File: config.mk
export PLATFORM = sky130hd
export DESIGN_NAME = fifo_replacement_cache_unit
export DESIGN_NICKNAME = d
export VERILOG_FILES = /design/src/rtl/frc_pkg.sv /design/src/rtl/frc_ctrl.sv /design/src/rtl/frc_datapath.sv /design/src/rtl/fifo_replacement_cache_unit.sv
export SDC_FILE = /design/constraint.sdc
export NUM_CORES = 1
export LEC_CHECK = 0
export ABC_AREA = 0
export BUFFER_PORTS_ARGS = -buffer_cell sky130_fd_sc_hd__buf_4
export CAP_MARGIN = 0
export CORE_AREA = 10 10 195 335
export DETAILED_ROUTE_END_ITERATION = 6
export DIE_AREA = 0 0 205 345
export MAX_ROUTING_LAYER = met4
export PLACE_DENSITY = 0.72
export REMOVE_ABC_BUFFERS = 1
export SLEW_MARGIN = 5
export SYNTH_ARGS = -nofsm -noshare
export SYNTH_HDL_FRONTEND = slang
export SYNTH_HIERARCHICAL = 1
export SYNTH_SLANG_ARGS = --single-unit
export TNS_END_PERCENT = 20
File: constraint.sdc
create_clock -name clock -period 16.9 [get_ports clock]
set_input_delay 0 -clock clock [delete_from_list [all_inputs] [get_ports clock]]
set_output_delay 0 -clock clock [all_outputs]
set_load 0.03 [all_outputs]
File: src/rtl/frc_pkg.sv
`timescale 1ns / 1ps
// ----------------------------------------------------------------------------
// frc_pkg
// Shared types and constants for the FIFO replacement cache unit.
// ----------------------------------------------------------------------------
package frc_pkg;

   localparam int MAX_ENTRIES_DEF = 16;
   localparam int ID_W            = 32;
   localparam int CAP_W           = 5;
   localparam int CSR_ADDR_W      = 2;
   localparam int CSR_DATA_W      = 32;

   localparam logic [CSR_ADDR_W-1:0] CSR_CAPACITY_ADDR = '0;

   localparam logic [CAP_W-1:0] CAPACITY_RESET = 5'd16;

   localparam logic ACT_ACCESS = 1'b0;
   localparam logic ACT_DUMP   = 1'b1;

   typedef enum logic {
      ST_IDLE,
      ST_DUMP
   } frc_state_type;

   typedef struct packed {
      logic access;
      logic dump_start;
      logic dump_emit;
   } frc_cmd_type;

   typedef struct packed {
      logic out_free;
      logic fill_zero;
      logic dump_last;
   } frc_status_type;

endpackage

File: src/rtl/frc_ctrl.sv
`timescale 1ns / 1ps
// ----------------------------------------------------------------------------
// frc_ctrl
// Sequencer that accepts requests and steps the datapath through dumps.
// ----------------------------------------------------------------------------
module frc_ctrl (
   input  logic                    clock,
   input  logic                    reset,
   input  logic                    req_valid,
   output logic                    req_ready,
   input  logic                    req_action,
   input  frc_pkg::frc_status_type status,
   output frc_pkg::frc_cmd_type    cmd
);
   import frc_pkg::*;

   frc_state_type state_ff;
   frc_state_type state_in;

   always_ff @(posedge clock) begin
      if (reset) begin
         state_ff <= ST_IDLE;
      end else begin
         state_ff <= state_in;
      end
   end

   always_comb begin
      state_in  = state_ff;
      req_ready = 1'b0;
      cmd       = '0;
      case (state_ff)
         ST_IDLE: begin
            req_ready = status.out_free;
            if (req_valid && status.out_free) begin
               if (req_action == ACT_ACCESS) begin
                  cmd.access = 1'b1;
               end else begin
                  cmd.dump_start = 1'b1;
                  if (!status.fill_zero) begin
                     state_in = ST_DUMP;
                  end
               end
            end
         end
         ST_DUMP: begin
            if (status.out_free) begin
               cmd.dump_emit = 1'b1;
               if (status.dump_last) begin
                  state_in = ST_IDLE;
               end
            end
         end
         default: begin
            state_in = ST_IDLE;
         end
      endcase
   end

endmodule

File: src/rtl/frc_datapath.sv
`timescale 1ns / 1ps
// ----------------------------------------------------------------------------
// frc_datapath
// Entry store with parallel lookup, FIFO pointers, capacity register and
// result register.
// ----------------------------------------------------------------------------
module frc_datapath #(
   parameter int MAX_ENTRIES = frc_pkg::MAX_ENTRIES_DEF
) (
   input  logic                          clock,
   input  logic                          reset,
   input  logic [frc_pkg::ID_W-1:0]      req_friend_id,
   input  frc_pkg::frc_cmd_type          cmd,
   output frc_pkg::frc_status_type       status,
   input  logic                          rsp_ready,
   output logic                          rsp_valid,
   output logic                          rsp_hit,
   output logic                          rsp_evicted_valid,
   output logic [frc_pkg::ID_W-1:0]      rsp_evicted_id,
   output logic                          rsp_entry_valid,
   output logic [frc_pkg::ID_W-1:0]      rsp_entry_id,
   output logic [frc_pkg::CAP_W-1:0]     rsp_held_count,
   output logic                          rsp_last_of_run,
   input  logic                          cfg_write,
   input  logic [frc_pkg::CAP_W-1:0]     cfg_wdata,
   output logic [frc_pkg::CAP_W-1:0]     cfg_capacity
);
   import frc_pkg::*;

   localparam int SLOT_W = (MAX_ENTRIES > 1) ? $clog2(MAX_ENTRIES) : 1;
   localparam int CNT_W  = $clog2(MAX_ENTRIES + 1);
   localparam int SUM_W  = CNT_W + 1;
   localparam int CMP_W  = (CNT_W > CAP_W) ? CNT_W : CAP_W;

   logic [ID_W-1:0]   entry_ff [MAX_ENTRIES];
   logic [SLOT_W-1:0] oldest_ff, oldest_in;
   logic [CNT_W-1:0]  fill_ff, fill_in;
   logic [CNT_W-1:0]  dump_cnt_ff, dump_cnt_in;
   logic [CAP_W-1:0]  capacity_ff, capacity_in;

   logic              valid_ff, valid_in;
   logic              hit_ff, hit_in;
   logic              ev_valid_ff, ev_valid_in;
   logic [ID_W-1:0]   ev_id_ff, ev_id_in;
   logic              en_valid_ff, en_valid_in;
   logic [ID_W-1:0]   en_id_ff, en_id_in;
   logic [CAP_W-1:0]  count_ff, count_in;
   logic              last_ff, last_in;

   logic [SUM_W-1:0]  age [MAX_ENTRIES];
   logic [MAX_ENTRIES-1:0] match;
   logic              hit;
   logic              full;
   logic [CMP_W-1:0]  cap_ext, cap_eff;
   logic [SUM_W-1:0]  ins_sum, next_sum, dump_sum;
   logic [SLOT_W-1:0] ins_slot, next_slot, dump_slot, rd_slot;
   logic [ID_W-1:0]   rd_data;
   logic              wr_en;
   logic              load;

   // Parallel lookup over the live entries.
   always_comb begin
      for (int s = 0; s < MAX_ENTRIES; s++) begin
         age[s] = (SUM_W'(s) >= SUM_W'(oldest_ff))
                ? SUM_W'(s) - SUM_W'(oldest_ff)
                : SUM_W'(s) + SUM_W'(MAX_ENTRIES) - SUM_W'(oldest_ff);
         match[s] = (age[s] < SUM_W'(fill_ff)) && (entry_ff[s] == req_friend_id);
      end
   end

   assign hit = |match;

   always_comb begin
      cap_ext = CMP_W'(capacity_ff);
      if (cap_ext == '0) begin
         cap_eff = CMP_W'(1);
      end else if (cap_ext > CMP_W'(MAX_ENTRIES)) begin
         cap_eff = CMP_W'(MAX_ENTRIES);
      end else begin
         cap_eff = cap_ext;
      end
   end

   assign full = (CMP_W'(fill_ff) >= cap_eff);

   always_comb begin
      ins_sum   = SUM_W'(oldest_ff) + SUM_W'(fill_ff);
      next_sum  = SUM_W'(oldest_ff) + SUM_W'(1);
      dump_sum  = SUM_W'(oldest_ff) + SUM_W'(dump_cnt_ff) - SUM_W'(1);
      ins_slot  = (ins_sum >= SUM_W'(MAX_ENTRIES))
                ? SLOT_W'(ins_sum - SUM_W'(MAX_ENTRIES)) : SLOT_W'(ins_sum);
      next_slot = (next_sum >= SUM_W'(MAX_ENTRIES))
                ? SLOT_W'(next_sum - SUM_W'(MAX_ENTRIES)) : SLOT_W'(next_sum);
      dump_slot = (dump_sum >= SUM_W'(MAX_ENTRIES))
                ? SLOT_W'(dump_sum - SUM_W'(MAX_ENTRIES)) : SLOT_W'(dump_sum);
      rd_slot   = cmd.dump_emit ? dump_slot : oldest_ff;
   end

   assign rd_data = entry_ff[rd_slot];
   assign wr_en   = cmd.access && !hit;

   always_ff @(posedge clock) begin
      if (wr_en) begin
         entry_ff[ins_slot] <= req_friend_id;
      end
   end

   always_comb begin
      oldest_in   = oldest_ff;
      fill_in     = fill_ff;
      dump_cnt_in = dump_cnt_ff;
      hit_in      = hit_ff;
      ev_valid_in = ev_valid_ff;
      ev_id_in    = ev_id_ff;
      en_valid_in = en_valid_ff;
      en_id_in    = en_id_ff;
      count_in    = count_ff;
      last_in     = last_ff;
      load        = 1'b0;

      if (cmd.access) begin
         load        = 1'b1;
         hit_in      = hit;
         ev_valid_in = 1'b0;
         ev_id_in    = '0;
         en_valid_in = 1'b0;
         en_id_in    = '0;
         last_in     = 1'b1;
         count_in    = CAP_W'(fill_ff);
         if (!hit) begin
            if (full) begin
               ev_valid_in = 1'b1;
               ev_id_in    = rd_data;
               oldest_in   = next_slot;
            end else begin
               fill_in  = fill_ff + CNT_W'(1);
               count_in = CAP_W'(fill_ff + CNT_W'(1));
            end
         end
      end else if (cmd.dump_start) begin
         dump_cnt_in = fill_ff;
         if (fill_ff == '0) begin
            load        = 1'b1;
            hit_in      = 1'b0;
            ev_valid_in = 1'b0;
            ev_id_in    = '0;
            en_valid_in = 1'b0;
            en_id_in    = '0;
            count_in    = '0;
            last_in     = 1'b1;
            oldest_in   = '0;
         end
      end else if (cmd.dump_emit) begin
         load        = 1'b1;
         hit_in      = 1'b0;
         ev_valid_in = 1'b0;
         ev_id_in    = '0;
         en_valid_in = 1'b1;
         en_id_in    = rd_data;
         count_in    = CAP_W'(fill_ff);
         last_in     = (dump_cnt_ff == CNT_W'(1));
         dump_cnt_in = dump_cnt_ff - CNT_W'(1);
         if (dump_cnt_ff == CNT_W'(1)) begin
            fill_in   = '0;
            oldest_in = '0;
         end
      end

      if (load) begin
         valid_in = 1'b1;
      end else if (rsp_ready) begin
         valid_in = 1'b0;
      end else begin
         valid_in = valid_ff;
      end
   end

   assign capacity_in = cfg_write ? cfg_wdata : capacity_ff;

   always_ff @(posedge clock) begin
      if (reset) begin
         oldest_ff   <= '0;
         fill_ff     <= '0;
         dump_cnt_ff <= '0;
         capacity_ff <= CAPACITY_RESET;
         valid_ff    <= 1'b0;
      end else begin
         oldest_ff   <= oldest_in;
         fill_ff     <= fill_in;
         dump_cnt_ff <= dump_cnt_in;
         capacity_ff <= capacity_in;
         valid_ff    <= valid_in;
      end
   end

   always_ff @(posedge clock) begin
      hit_ff      <= hit_in;
      ev_valid_ff <= ev_valid_in;
      ev_id_ff    <= ev_id_in;
      en_valid_ff <= en_valid_in;
      en_id_ff    <= en_id_in;
      count_ff    <= count_in;
      last_ff     <= last_in;
   end

   assign status.out_free  = !valid_ff || rsp_ready;
   assign status.fill_zero = (fill_ff == '0);
   assign status.dump_last = (dump_cnt_ff == CNT_W'(1));

   assign rsp_valid         = valid_ff;
   assign rsp_hit           = hit_ff;
   assign rsp_evicted_valid = ev_valid_ff;
   assign rsp_evicted_id    = ev_id_ff;
   assign rsp_entry_valid   = en_valid_ff;
   assign rsp_entry_id      = en_id_ff;
   assign rsp_held_count    = count_ff;
   assign rsp_last_of_run   = last_ff;
   assign cfg_capacity      = capacity_ff;

endmodule

File: src/rtl/fifo_replacement_cache_unit.sv
`timescale 1ns / 1ps
// ----------------------------------------------------------------------------
// fifo_replacement_cache_unit
// Fully associative identifier store with first-in-first-out replacement.
// ----------------------------------------------------------------------------
// An access request looks its identifier up in all live entries at once and
// produces one result in the following cycle, so back-to-back accesses run at
// one transfer per cycle while results are taken. A dump of n entries starts
// with a start step and then emits one entry per result, newest first, because the
// entries are read through a single read port; the store is empty afterward.
// No request is accepted while a dump is in progress. The capacity register
// lies at byte address 0 and should only be written while the unit is idle.
module fifo_replacement_cache_unit #(
   parameter int MAX_ENTRIES = frc_pkg::MAX_ENTRIES_DEF
) (
   input  logic                                clock,
   input  logic                                reset,
   input  logic                                req_valid,
   output logic                                req_ready,
   input  logic                                req_action,
   input  logic [frc_pkg::ID_W-1:0]            req_friend_id,
   output logic                                rsp_valid,
   input  logic                                rsp_ready,
   output logic                                rsp_hit,
   output logic                                rsp_evicted_valid,
   output logic [frc_pkg::ID_W-1:0]            rsp_evicted_id,
   output logic                                rsp_entry_valid,
   output logic [frc_pkg::ID_W-1:0]            rsp_entry_id,
   output logic [frc_pkg::CAP_W-1:0]           rsp_held_count,
   output logic                                rsp_last_of_run,
   input  logic                                psel,
   input  logic                                penable,
   input  logic                                pwrite,
   input  logic [frc_pkg::CSR_ADDR_W-1:0]      paddr,
   input  logic [frc_pkg::CSR_DATA_W-1:0]      pwdata,
   output logic [frc_pkg::CSR_DATA_W-1:0]      prdata,
   output logic                                pready
);
   import frc_pkg::*;

   frc_cmd_type    cmd;
   frc_status_type status;
   logic           cfg_write;
   logic [CAP_W-1:0] capacity;

   // The address space holds only the capacity register.
   assign pready    = 1'b1;
   assign cfg_write = psel && penable && pwrite && (paddr == CSR_CAPACITY_ADDR);
   assign prdata    = CSR_DATA_W'(capacity);

   frc_ctrl u_ctrl (
      .clock      (clock),
      .reset      (reset),
      .req_valid  (req_valid),
      .req_ready  (req_ready),
      .req_action (req_action),
      .status     (status),
      .cmd        (cmd)
   );

   frc_datapath #(
      .MAX_ENTRIES (MAX_ENTRIES)
   ) u_datapath (
      .clock             (clock),
      .reset             (reset),
      .req_friend_id     (req_friend_id),
      .cmd               (cmd),
      .status            (status),
      .rsp_ready         (rsp_ready),
      .rsp_valid         (rsp_valid),
      .rsp_hit           (rsp_hit),
      .rsp_evicted_valid (rsp_evicted_valid),
      .rsp_evicted_id    (rsp_evicted_id),
      .rsp_entry_valid   (rsp_entry_valid),
      .rsp_entry_id      (rsp_entry_id),
      .rsp_held_count    (rsp_held_count),
      .rsp_last_of_run   (rsp_last_of_run),
      .cfg_write         (cfg_write),
      .cfg_wdata         (pwdata[CAP_W-1:0]),
      .cfg_capacity      (capacity)
   );

endmodule

# Yosys cells after proc, flatten, opt, wreduce, memory -nomap -nowiden
# Memories as Yosys holds them, arrays and structs flattened.
# Cells that the tools add are included.
dict set report word_totals {
  regBits 94
  mem_bits_rw 512
  inputBits 74
  out_inout_bits 108
  elab_cells 234
  memories 1
}
# memory words width read_ports rd_ports_with_merged_regs write_ports line
set mem_list {}
lappend mem_list {u_datapath.entry_ff 16 32 17 0 1 frc_datapath.sv:35} ;# logic [ID_W-1:0] entry_ff [MAX_ENTRIES];
dict set report op_classes {
  add_sub_neg 40
  order_cmp 36
  eq_ne 22
  mux 81
  bitwise 2
  n_reduce_logical 39
}
# operator count
set op_table {}
lappend op_table {{32-bit equality test} 16}
lappend op_table {{32-bit two-way mux} 8}
lappend op_table {{6-bit by 5-bit less-than comparator with 1-bit output} 16}
lappend op_table {{6-bit two-way mux} 15}
lappend op_table {{5-bit by 4-bit subtractor with 6-bit output, first input constant} 15}
lappend op_table {{5-bit two-way mux} 14}
lappend op_table {{4-bit two-way mux} 11}
lappend op_table {{4-bit by 4-bit subtractor with 5-bit output, first input constant} 8}
lappend op_table {{1-bit two-way mux} 30}
lappend op_table {{4-bit >= comparator, first input constant} 7}
lappend op_table {{1-bit logical AND} 21}
lappend op_table {{3-bit by 4-bit subtractor with 5-bit output, first input constant} 4}
lappend op_table {{3-bit by 4-bit >= comparator with 1-bit output, first input constant} 4}
lappend op_table {{16-bit OR reduction} 1}
lappend op_table {{4-bit by 5-bit adder with 6-bit output} 2}
lappend op_table {{6-bit by 5-bit >= comparator with 1-bit output, second input constant} 2}
lappend op_table {{4-bit by 1-bit subtractor with 4-bit output, second input constant} 3}
lappend op_table {{5-bit logical NOT} 2}
lappend op_table {{1-bit by 4-bit subtractor with 5-bit output, first input constant} 2}
lappend op_table {{2-bit by 4-bit subtractor with 5-bit output, first input constant} 2}
lappend op_table {{1-bit by 4-bit >= comparator with 1-bit output, first input constant} 2}
lappend op_table {{2-bit by 4-bit >= comparator with 1-bit output, first input constant} 2}
lappend op_table {{2-bit nonzero test} 4}
lappend op_table {{2-bit AND reduction} 3}
lappend op_table {{20 further kinds} 26}

# Logic depth before layout (Yosys ltp)
# Gate-level depths: netlist of the first run.
dict set report depth {
  word_depth 9
  mapped_depth 19
}

# By module
# The synthesis of the first run kept the hierarchy.
# mod n_inst cells_each area_each_um2
set modules_own_cells {}
lappend modules_own_cells {frc_datapath 1 2840 32249.7}
lappend modules_own_cells {fifo_replacement_cache_unit 1 32 230.2}
lappend modules_own_cells {frc_ctrl 1 9 85.1}

# Worst setup path after synthesis of the first run
# No wires, ideal clock.
dict set report synth_path {
  kind {flip-flop to flip-flop}
  from {register u_datapath.oldest_ff[2]}
  to {memory u_datapath.entry_ff[12][0] (enable)}
  arrival_ns 5.783
  required_ns 16.439
  slack_ns 10.656
  path_stages_with_launch 19
  n_path_buf 1
  path_cell_list {dfxtp_1 > clkinv_1 > ha_1 > ha_1 > inv_1 > o21ai_0 > ha_1 > inv_1 > ha_1 > nor2b_1 > o2111ai_1 > nand4_1 > nor3_1 > a2111oi_2 > nand4_2 > or2_1 > nand2b_1 > clkbuf_1 > nor3_1}
}
dict set report synth_via {
  elab_chain_cells 9
}
# item line
set synth_rtl {}
lappend synth_rtl {{start: declaration} frc_datapath.sv:36} ;# logic [SLOT_W-1:0] oldest_ff, oldest_in;
lappend synth_rtl {{start signal: assignment} frc_datapath.sv:188} ;# oldest_ff <= oldest_in;
lappend synth_rtl {{5-bit by 4-bit subtractor with 6-bit output, or another cell as far along} frc_datapath.sv:66} ;# : SUM_W'(s) + SUM_W'(MAX_ENTRIES) - SUM_W'(oldest_ff);
lappend synth_rtl {{6-bit two-way mux} frc_datapath.sv:65} ;# ? SUM_W'(s) - SUM_W'(oldest_ff)
lappend synth_rtl {{6-bit by 5-bit less-than comparator with 1-bit output} frc_datapath.sv:67} ;# match[s] = (age[s] < SUM_W'(fill_ff)) && (entry_ff[s] == req_friend_id);
lappend synth_rtl {{1-bit logical AND} frc_datapath.sv:67}
lappend synth_rtl {{16-bit OR reduction} frc_datapath.sv:71} ;# assign hit = |match;
lappend synth_rtl {{1-bit logical NOT} frc_datapath.sv:100} ;# assign wr_en = cmd.access && !hit;
lappend synth_rtl {{1-bit logical AND} frc_datapath.sv:100}
lappend synth_rtl {{1-bit two-way mux} frc_datapath.sv:103} ;# if (wr_en) begin
lappend synth_rtl {{1-bit two-way mux (not written as such)} frc_datapath.sv:104} ;# entry_ff[ins_slot] <= req_friend_id;
lappend synth_rtl {{end: declaration} frc_datapath.sv:35}
# Several ways; a longest one is shown, not always the timed one.

# Worst setup path after layout of the first run
dict set report layout_path {
  from {register u_datapath.oldest_ff[2]}
  to {memory u_datapath.entry_ff[8][13] (enable)}
}
# The elaborated chain is that of the path after synthesis.

==> reports/qor.yml, run 1 <==
drt_iter0_markers: 2719
fin_setup_tns_ns: 0
fin_skew_ns: 0.0223
cts_root_buf: "clkbuf_16"
synthesis.area_mm2: 0.0326
report.final.slew_viol_count: 0
grt_pass1_wl_um: 158000
fill_cells: 4774
crit_path_end_kind: "register"
irDropWorstVdd_v: 0.0000796
synthMostInstantiatedCell: "edfxtp_1"
track_usage_pct: 31.4
initial_core_util_pct: 54.5
place_hpwl_um: 73900
drt_wl_total_um: 111000
multi_input_area_mm2: 0.0135
synth_top_area_cell: "edfxtp_1"
hold_viol_final: 0
rsz0062_at_grt: "false"
clock_path_buffers: 3
r2r_slack_ns: 10.74
synth_cell_types: 74
setup_ws_ns: 10.74
yosysSeqAreaShare_pct: 54.2
crit_arrival_ns: 6.48
tightest_slew_ns: 1.45
place_congestion: 1.00
cts_sinks: 606
ff2ff_path_depth: 16
synth_area_leaders: "edfxtp_1, xor2_1, nand2_1"
worstHoldPathType: "in2reg"
synth_top_area_share_pct: 50.8
hold_end: "u_datapath/dump_cnt_ff[0]"
placementRows: 119
io_pins: 182
synth_ff_type: "edfxtp_1"
fp.dieH_um: 345
grt_start_max_net_pins: 188
cp-startpoint: "u_datapath/oldest_ff[2]"
via_count: 24000
viasPerCell: 6.33
max_freq_mhz: 162
crit_type: "reg2reg"
required_ns: 17.21
drive_above_1_share_pct: 9.64
grt_overflow_total: 0
cts_resized: 0
powerDensity_mw_per_mm2: 93.9
yosys_warnings: 6
worst-path-max-fanout: 32
chipWidth_um: 205
fin_nets: 3130
ant_nets: 0
r2r_end: "u_datapath/entry_ff[8][13]"
outcome: "finished, final reports clean"
portBuffers: 126
area_growth_pct: 10.2
cts_tree: "built"
clk-insertion-delay-late_ns: 0.63
die_area_mm2: 0.0707
avgSynthCellArea_um2: 11.3
ys_ff_latch: 606
drtPass1Iterations: 6
min_period_ns: 6.16
worstHoldStart: "reset"
finalCritPeriodShare_pct: 36.5
setup_viol: 0
grt_pass1_vias: 23600
synth-async-reset-ratio_pct: 0
antenna_found_initial: 2
synth_edf_count: 551
min_path_cells: 3
core-area_mm2: 0.0597
place_ws_ns: 10.95
max-slew-margin-rel_pct: 2.67
drc: 0
syn_inst: 2881
htreeDepth: 2
power_leakage_nw: 13.0
cp-start-kind: "register"
synth.cells.most_frequent: "edfxtp_1, nand2_1, xor2_1"
clkSlewWorstSetupHoldPaths_ns: 0.07
drv_cap: 0
cts_made_buffers: 53
r2r-start: "u_datapath/oldest_ff[2]"
seqCellArea_mm2: 0.0176
wl_per_cell_um: 29.2
-- flip-flops by register name, summed over array words and instances, names as in the netlist --
register / flops
u_datapath/rsp_hit: 1
u_datapath/rsp_held_count: 5
u_datapath/fill_ff: 5
u_datapath/rsp_entry_valid: 1
u_datapath/oldest_ff: 4
u_datapath/cfg_capacity: 5
u_datapath/rsp_entry_id: 32
u_datapath/rsp_last_of_run: 1
u_ctrl/state_ff: 1
u_datapath/rsp_evicted_id: 32
u_datapath/entry_ff: 512
u_datapath/dump_cnt_ff: 5
u_datapath/rsp_valid: 1
u_datapath/rsp_evicted_valid: 1
-- layer usage --
layer / share of wire (%) / up-vias / track usage [%] / wire (µm)
li1: - / 10400 / - / -
met1: 34 / 11700 / 34.2 / 37200
met2: 48 / 1509 / 49.9 / 53600
met3: 7.6 / 346 / 3.41 / 8410
met4: 10 / 0 / 27.7 / 11500
met5: 0 / - / - / 0
-- layout make-up --
class / instances / area share [%]
clock inverters: 21 / 0.495
well taps: 786 / 2.74
flip-flops and latches: 606 / 49.2
repair buffers: 212 / 4.84
clock buffers: 78 / 4.38
diodes: 2 / 0.0140
multi-input cells: 2017 / 37.7
inverters: 64 / 0.670
-- report_power, final --
group / switching (W) / internal (W) / leakage (nW)
Clock: 0.000562 / 0.000676 / 0.862
Combinational: 0.000303 / 0.000137 / 6.73
Sequential: 0.0000193 / 0.00167 / 5.45
-- placed cells by master (no fill, tap or decap), types with 3 or more instances in the layout --
| cell | n |
|---|---|
| o21bai_1 | 3 |
| xnor2_1 | 182 |
| and3_1 | 65 |
| clkbuf_8 | 11 |
| o2111ai_1 | 3 |
| a21oi_1 | 57 |
| a22o_1 | 35 |
| nor2b_1 | 12 |
| nor2_1 | 21 |
| or2_2 | 3 |
| nor3_1 | 20 |
| nand2_1 | 548 |
| a311oi_1 | 93 |
| clkinv_2 | 9 |
| mux2i_1 | 6 |
| nand2b_1 | 8 |
| dlygate4sd3_1 | 48 |
| nor3_2 | 16 |
| conb_1 | 30 |
| nor4_1 | 94 |
| a21o_1 | 12 |
| a31oi_1 | 33 |
| o21a_1 | 4 |
| edfxtp_1 | 551 |
| clkbuf_1 | 12 |
| a2111oi_0 | 5 |
| and4_1 | 4 |
| buf_4 | 162 |
| nand3_1 | 143 |
| fa_1 | 3 |
| xor2_1 | 338 |
| ha_1 | 99 |
| clkbuf_16 | 55 |
| clkinv_1 | 10 |
| nand4_1 | 57 |
| dfxtp_1 | 55 |
| inv_1 | 60 |
| o211ai_1 | 11 |
| o21ai_0 | 19 |
| and2_1 | 37 |
-- logic make-up (layout without fill, tap and decap cells) --
group,count (synthesis),after routing,share of synthesized area [%]
fa+ha+maj,102,102,3.99
compound gates,307,307,7.02
buf+inv,284,375,5.14
simple gates,1048,1048,15.2
flops,606,606,54.2
xor+xnor,521,521,14.0
other cells,4,32,0.0461
mux,9,9,0.353
-- worst max-delay path by stage --
stage | endpoint | slack, ns | cells after the start
global placement | u_datapath/entry_ff[11][12] | 11.02 | 18
CTS | u_datapath/entry_ff[10][1] | 10.92 | 18
global route | u_datapath/entry_ff[10][31] | 10.55 | 18
finish | u_datapath/entry_ff[8][13] | 10.74 | 16
detailed placement | u_datapath/entry_ff[10][15] | 10.95 | 18
floorplan | u_datapath/rsp_evicted_id[30] | 7.67 | 9
-- critical path: stages, from the launching register on --
cell	delay, ns
dfxtp_1	0.70
clkinv_1	0.66
ha_1	0.54
inv_1	0.15
nand2_1	0.09
ha_1	0.28
inv_1	0.04
ha_1	0.28
a2111oi_0	1.15
nand2_1	0.10
nor4_1	0.27
a41oi_1	0.16
nand4_2	0.31
or2_1	0.20
nand2b_1	0.48
nor3_2	0.10
buf_4	0.30
-- what timing repair did --
| item | CTS | global route |
|---|---|---|
| buffers inserted | 0 | 0 |
| hold buffers | 48 | 0 |
| endpoints found under the hold margin | 509 | 0 |
-- through the flow --
step	hold slack [ns]	instances	utilization [%]	cell area, µm²	power [W]
floorplan	0.0691	2687	-	31200	0.00196
global placement	0.217	3637	56.3	33600	0.00214
detailed placement	0.242	3637	56.3	33600	0.00215
CTS	0.237	3784	60.1	35900	0.00337
global route	0.294	3786	60.1	35900	0.00345
finish	0.268	3786	60.1	35900	0.00337
Note: power is estimated with default switching activity, not from simulation.
==> run 2: changes to the inputs <==
- clock period: 16.9 -> 5.8 ns (I/O delays scaled with it)
==> run 2 against run 1 <==
  * The run now ends with DRC left
  * Critical path type unchanged
  * Die area stayed put
  * Cell count is 1.2% higher
  * Setup slack worse by 10 ns
  * Register-to-register slack worse by 10 ns
==> reports/qor.yml, run 2 (synthesized netlist as in run 1, its figures left out) <==
drt_wl_total_um: 116000  # was 111000 µm
io_pins: 182  # unchanged
final_cell_area_mm2: 0.0366  # was 0.0359 mm²
worstHoldPathType: "in2reg"  # unchanged
powerDensity_mw_per_mm2: 275  # was 93.9 mW/mm²
hold_buffers: 48  # unchanged
placementRows: 119  # unchanged
antenna_found_initial: 3  # was 2
fin_skew_ns: 0.0350  # was 0.0223 ns
worst-path-max-fanout: 27  # was 32
outcome: "complete, but fails checks"  # was finished, final reports clean
max_freq_mhz: 193  # was 162 MHz
r2r-start: "u_datapath/oldest_ff[0]"  # was u_datapath/oldest_ff[2]
clock_path_buffers: 3  # unchanged
final_common_cell: "edfxtp_1"  # unchanged
fp.dieH_um: 345  # unchanged
r2r_end: "u_datapath/entry_ff[9][21]"  # was u_datapath/entry_ff[8][13]
largest_register: "u_datapath/entry_ff"  # unchanged
power_leakage_nw: 13.4  # was 13.0 nW
fin_setup_tns_ns: 0  # unchanged
hold_ws_ns: 0.209  # was 0.268 ns
grt_pass1_wl_um: 164000  # was 158000 µm
initial_core_util_pct: 54.5  # unchanged
fill_cells: 4774  # unchanged
cts_root_buf: "clkbuf_16"  # unchanged
cts_made_buffers: 53  # unchanged
tightest_slew_ns: 1.37  # was 1.45 ns
max-slew-margin-rel_pct: 8.10  # was 2.67%
placed_area_mm2: 0.0342  # was 0.0336 mm²
crit_type: "reg2reg"  # unchanged
min_path_cells: 5  # was 3
fin_nets: 3174  # was 3130
place_hpwl_um: 81500  # was 73900 µm
portBuffers: 126  # unchanged
die_area_mm2: 0.0707  # unchanged
clkSlewWorstSetupHoldPaths_ns: 0.07  # about the same
drtPass1Iterations: 7  # was 6
crit_path_end_kind: "register"  # unchanged
cp-start-kind: "register"  # unchanged
drv_cap: 0  # unchanged
rsz0062_at_grt: "false"  # unchanged
drt_iter0_markers: 3139  # was 2719
r2r_slack_ns: 0.62  # was 10.74 ns
required_ns: 6.11  # was 17.21 ns
grt_pass1_vias: 23400  # was 23600
setup_viol: 0  # unchanged
htreeDepth: 2  # unchanged
area_growth_pct: 12.3  # was 10.2%
viasPerCell: 6.28  # was 6.33
chipWidth_um: 205  # unchanged
cp-endpoint: "u_datapath/entry_ff[9][21]"  # was u_datapath/entry_ff[8][13]
ant_nets: 0  # unchanged
drc: 1  # was 0
track_usage_pct: 32.8  # was 31.4%
cts_tree: "built"  # unchanged
grt_overflow_total: 0  # unchanged
ff2ff_path_depth: 17  # was 16
cts_resized: 0  # unchanged
place_congestion: 1.01  # was 1.00
drive_above_1_share_pct: 11.2  # was 9.64%
finalCritPeriodShare_pct: 89.2  # was 36.5%
crit_arrival_ns: 5.48  # was 6.48 ns
via_count: 24100  # was 24000
wl_per_cell_um: 30.3  # was 29.2 µm
cts_setup_buffers: 0  # unchanged
report.final.slew_viol_count: 0  # unchanged
cp-startpoint: "u_datapath/oldest_ff[0]"  # was u_datapath/oldest_ff[2]
min_period_ns: 5.18  # was 6.16 ns
clk-insertion-delay-late_ns: 0.63  # about the same
irDropWorstVdd_v: 0.000236  # was 0.0000796 V
layout_common_cells: "edfxtp_1, nand2_1, xor2_1, buf_4, xnor2_1"  # was edfxtp_1, nand2_1, xor2_1, xnor2_1, buf_4
violations: "DRC"
cts_sinks: 606  # unchanged
grt_start_max_net_pins: 99  # was 188
core-area_mm2: 0.0597  # unchanged
largest_reg_flops: 512  # unchanged
hold_viol_final: 0  # unchanged
==> run 2: changes by cell type in the layout (fill, tap and decap cells not counted) <==
cell and change:
a311oi_2 -2, nor4_2 +1, clkinv_1 -3, nor4_1 -1, clkinv_4 +1, clkbuf_16 +4
clkinvlp_4 +7, bufinv_16 +3, clkbuf_1 -5, a311oi_1 +2, buf_12 +19, clkbuf_8 -6
buf_4 +25
==> run 2: how the worst min path moves through the flow <==
stage | from | end
finish | req_valid | u_datapath/dump_cnt_ff[0]
global route | req_friend_id[2] | u_datapath/entry_ff[6][2]
CTS | req_valid | u_datapath/dump_cnt_ff[0]
detailed placement | pwdata[4] | u_datapath/cfg_capacity[4]
global placement | pwdata[4] | u_datapath/cfg_capacity[4]
floorplan | reset | u_datapath/dump_cnt_ff[0]
==> run 2: through the flow <==
step	setup slack [ns]	utilization, %	cells	total power, W
finish	0.625	61.3	3831	0.0101
global route	0.271	61.3	3831	0.0103
CTS	0.678	61.3	3829	0.0101
detailed placement	0.706	57.3	3681	0.00629
global placement	0.830	57.3	3681	0.00627
floorplan	-3.43	-	2687	0.00570
==> run 2: power breakdown <==
group	switching (W)	total (W)	internal (W)	leakage (nW)
logic	0.000907	0.00132	0.000413	7.00
clock network	0.00167	0.00381	0.00214	0.905
registers	0.0000539	0.00492	0.00487	5.45
total	0.00263	0.0101	0.00742	13.4
==> run 2: per-layer routing <==
layer,track usage (%),wire length (µm)
met5,-,0
met4,27.5,11700
met3,4.41,9740
met2,53.1,57100
met1,35.1,37600
==> run 2: final cells by class <==
type                       instances  area, µm²  share of cell area (%)
inverter                          64        240                   0.657
sequential                       606      17600                    48.2
timing repair buffer             256       2300                    6.30
multi-input combinational       2017      13500                    36.9
clock buffer                      71       1570                    4.30
tap                              786        983                    2.69
clock inverter                    29        318                   0.869
antenna                            2       5.00                  0.0137
==> run 2: critical path, stage by stage, from the launching register on <==
cell	delay, ns
dfxtp_1	0.52
clkinv_1	0.42
ha_1	0.43
a21oi_1	0.21
o21ai_0	0.12
ha_1	0.29
inv_1	0.04
ha_1	0.27
nor2b_1	0.13
o2111ai_1	0.14
nand4_1	0.11
nor3_1	0.07
a2111oi_2	0.48
nand4_2	0.19
or2_1	0.27
nand2b_1	0.47
nor3_2	0.44
buf_12	0.24
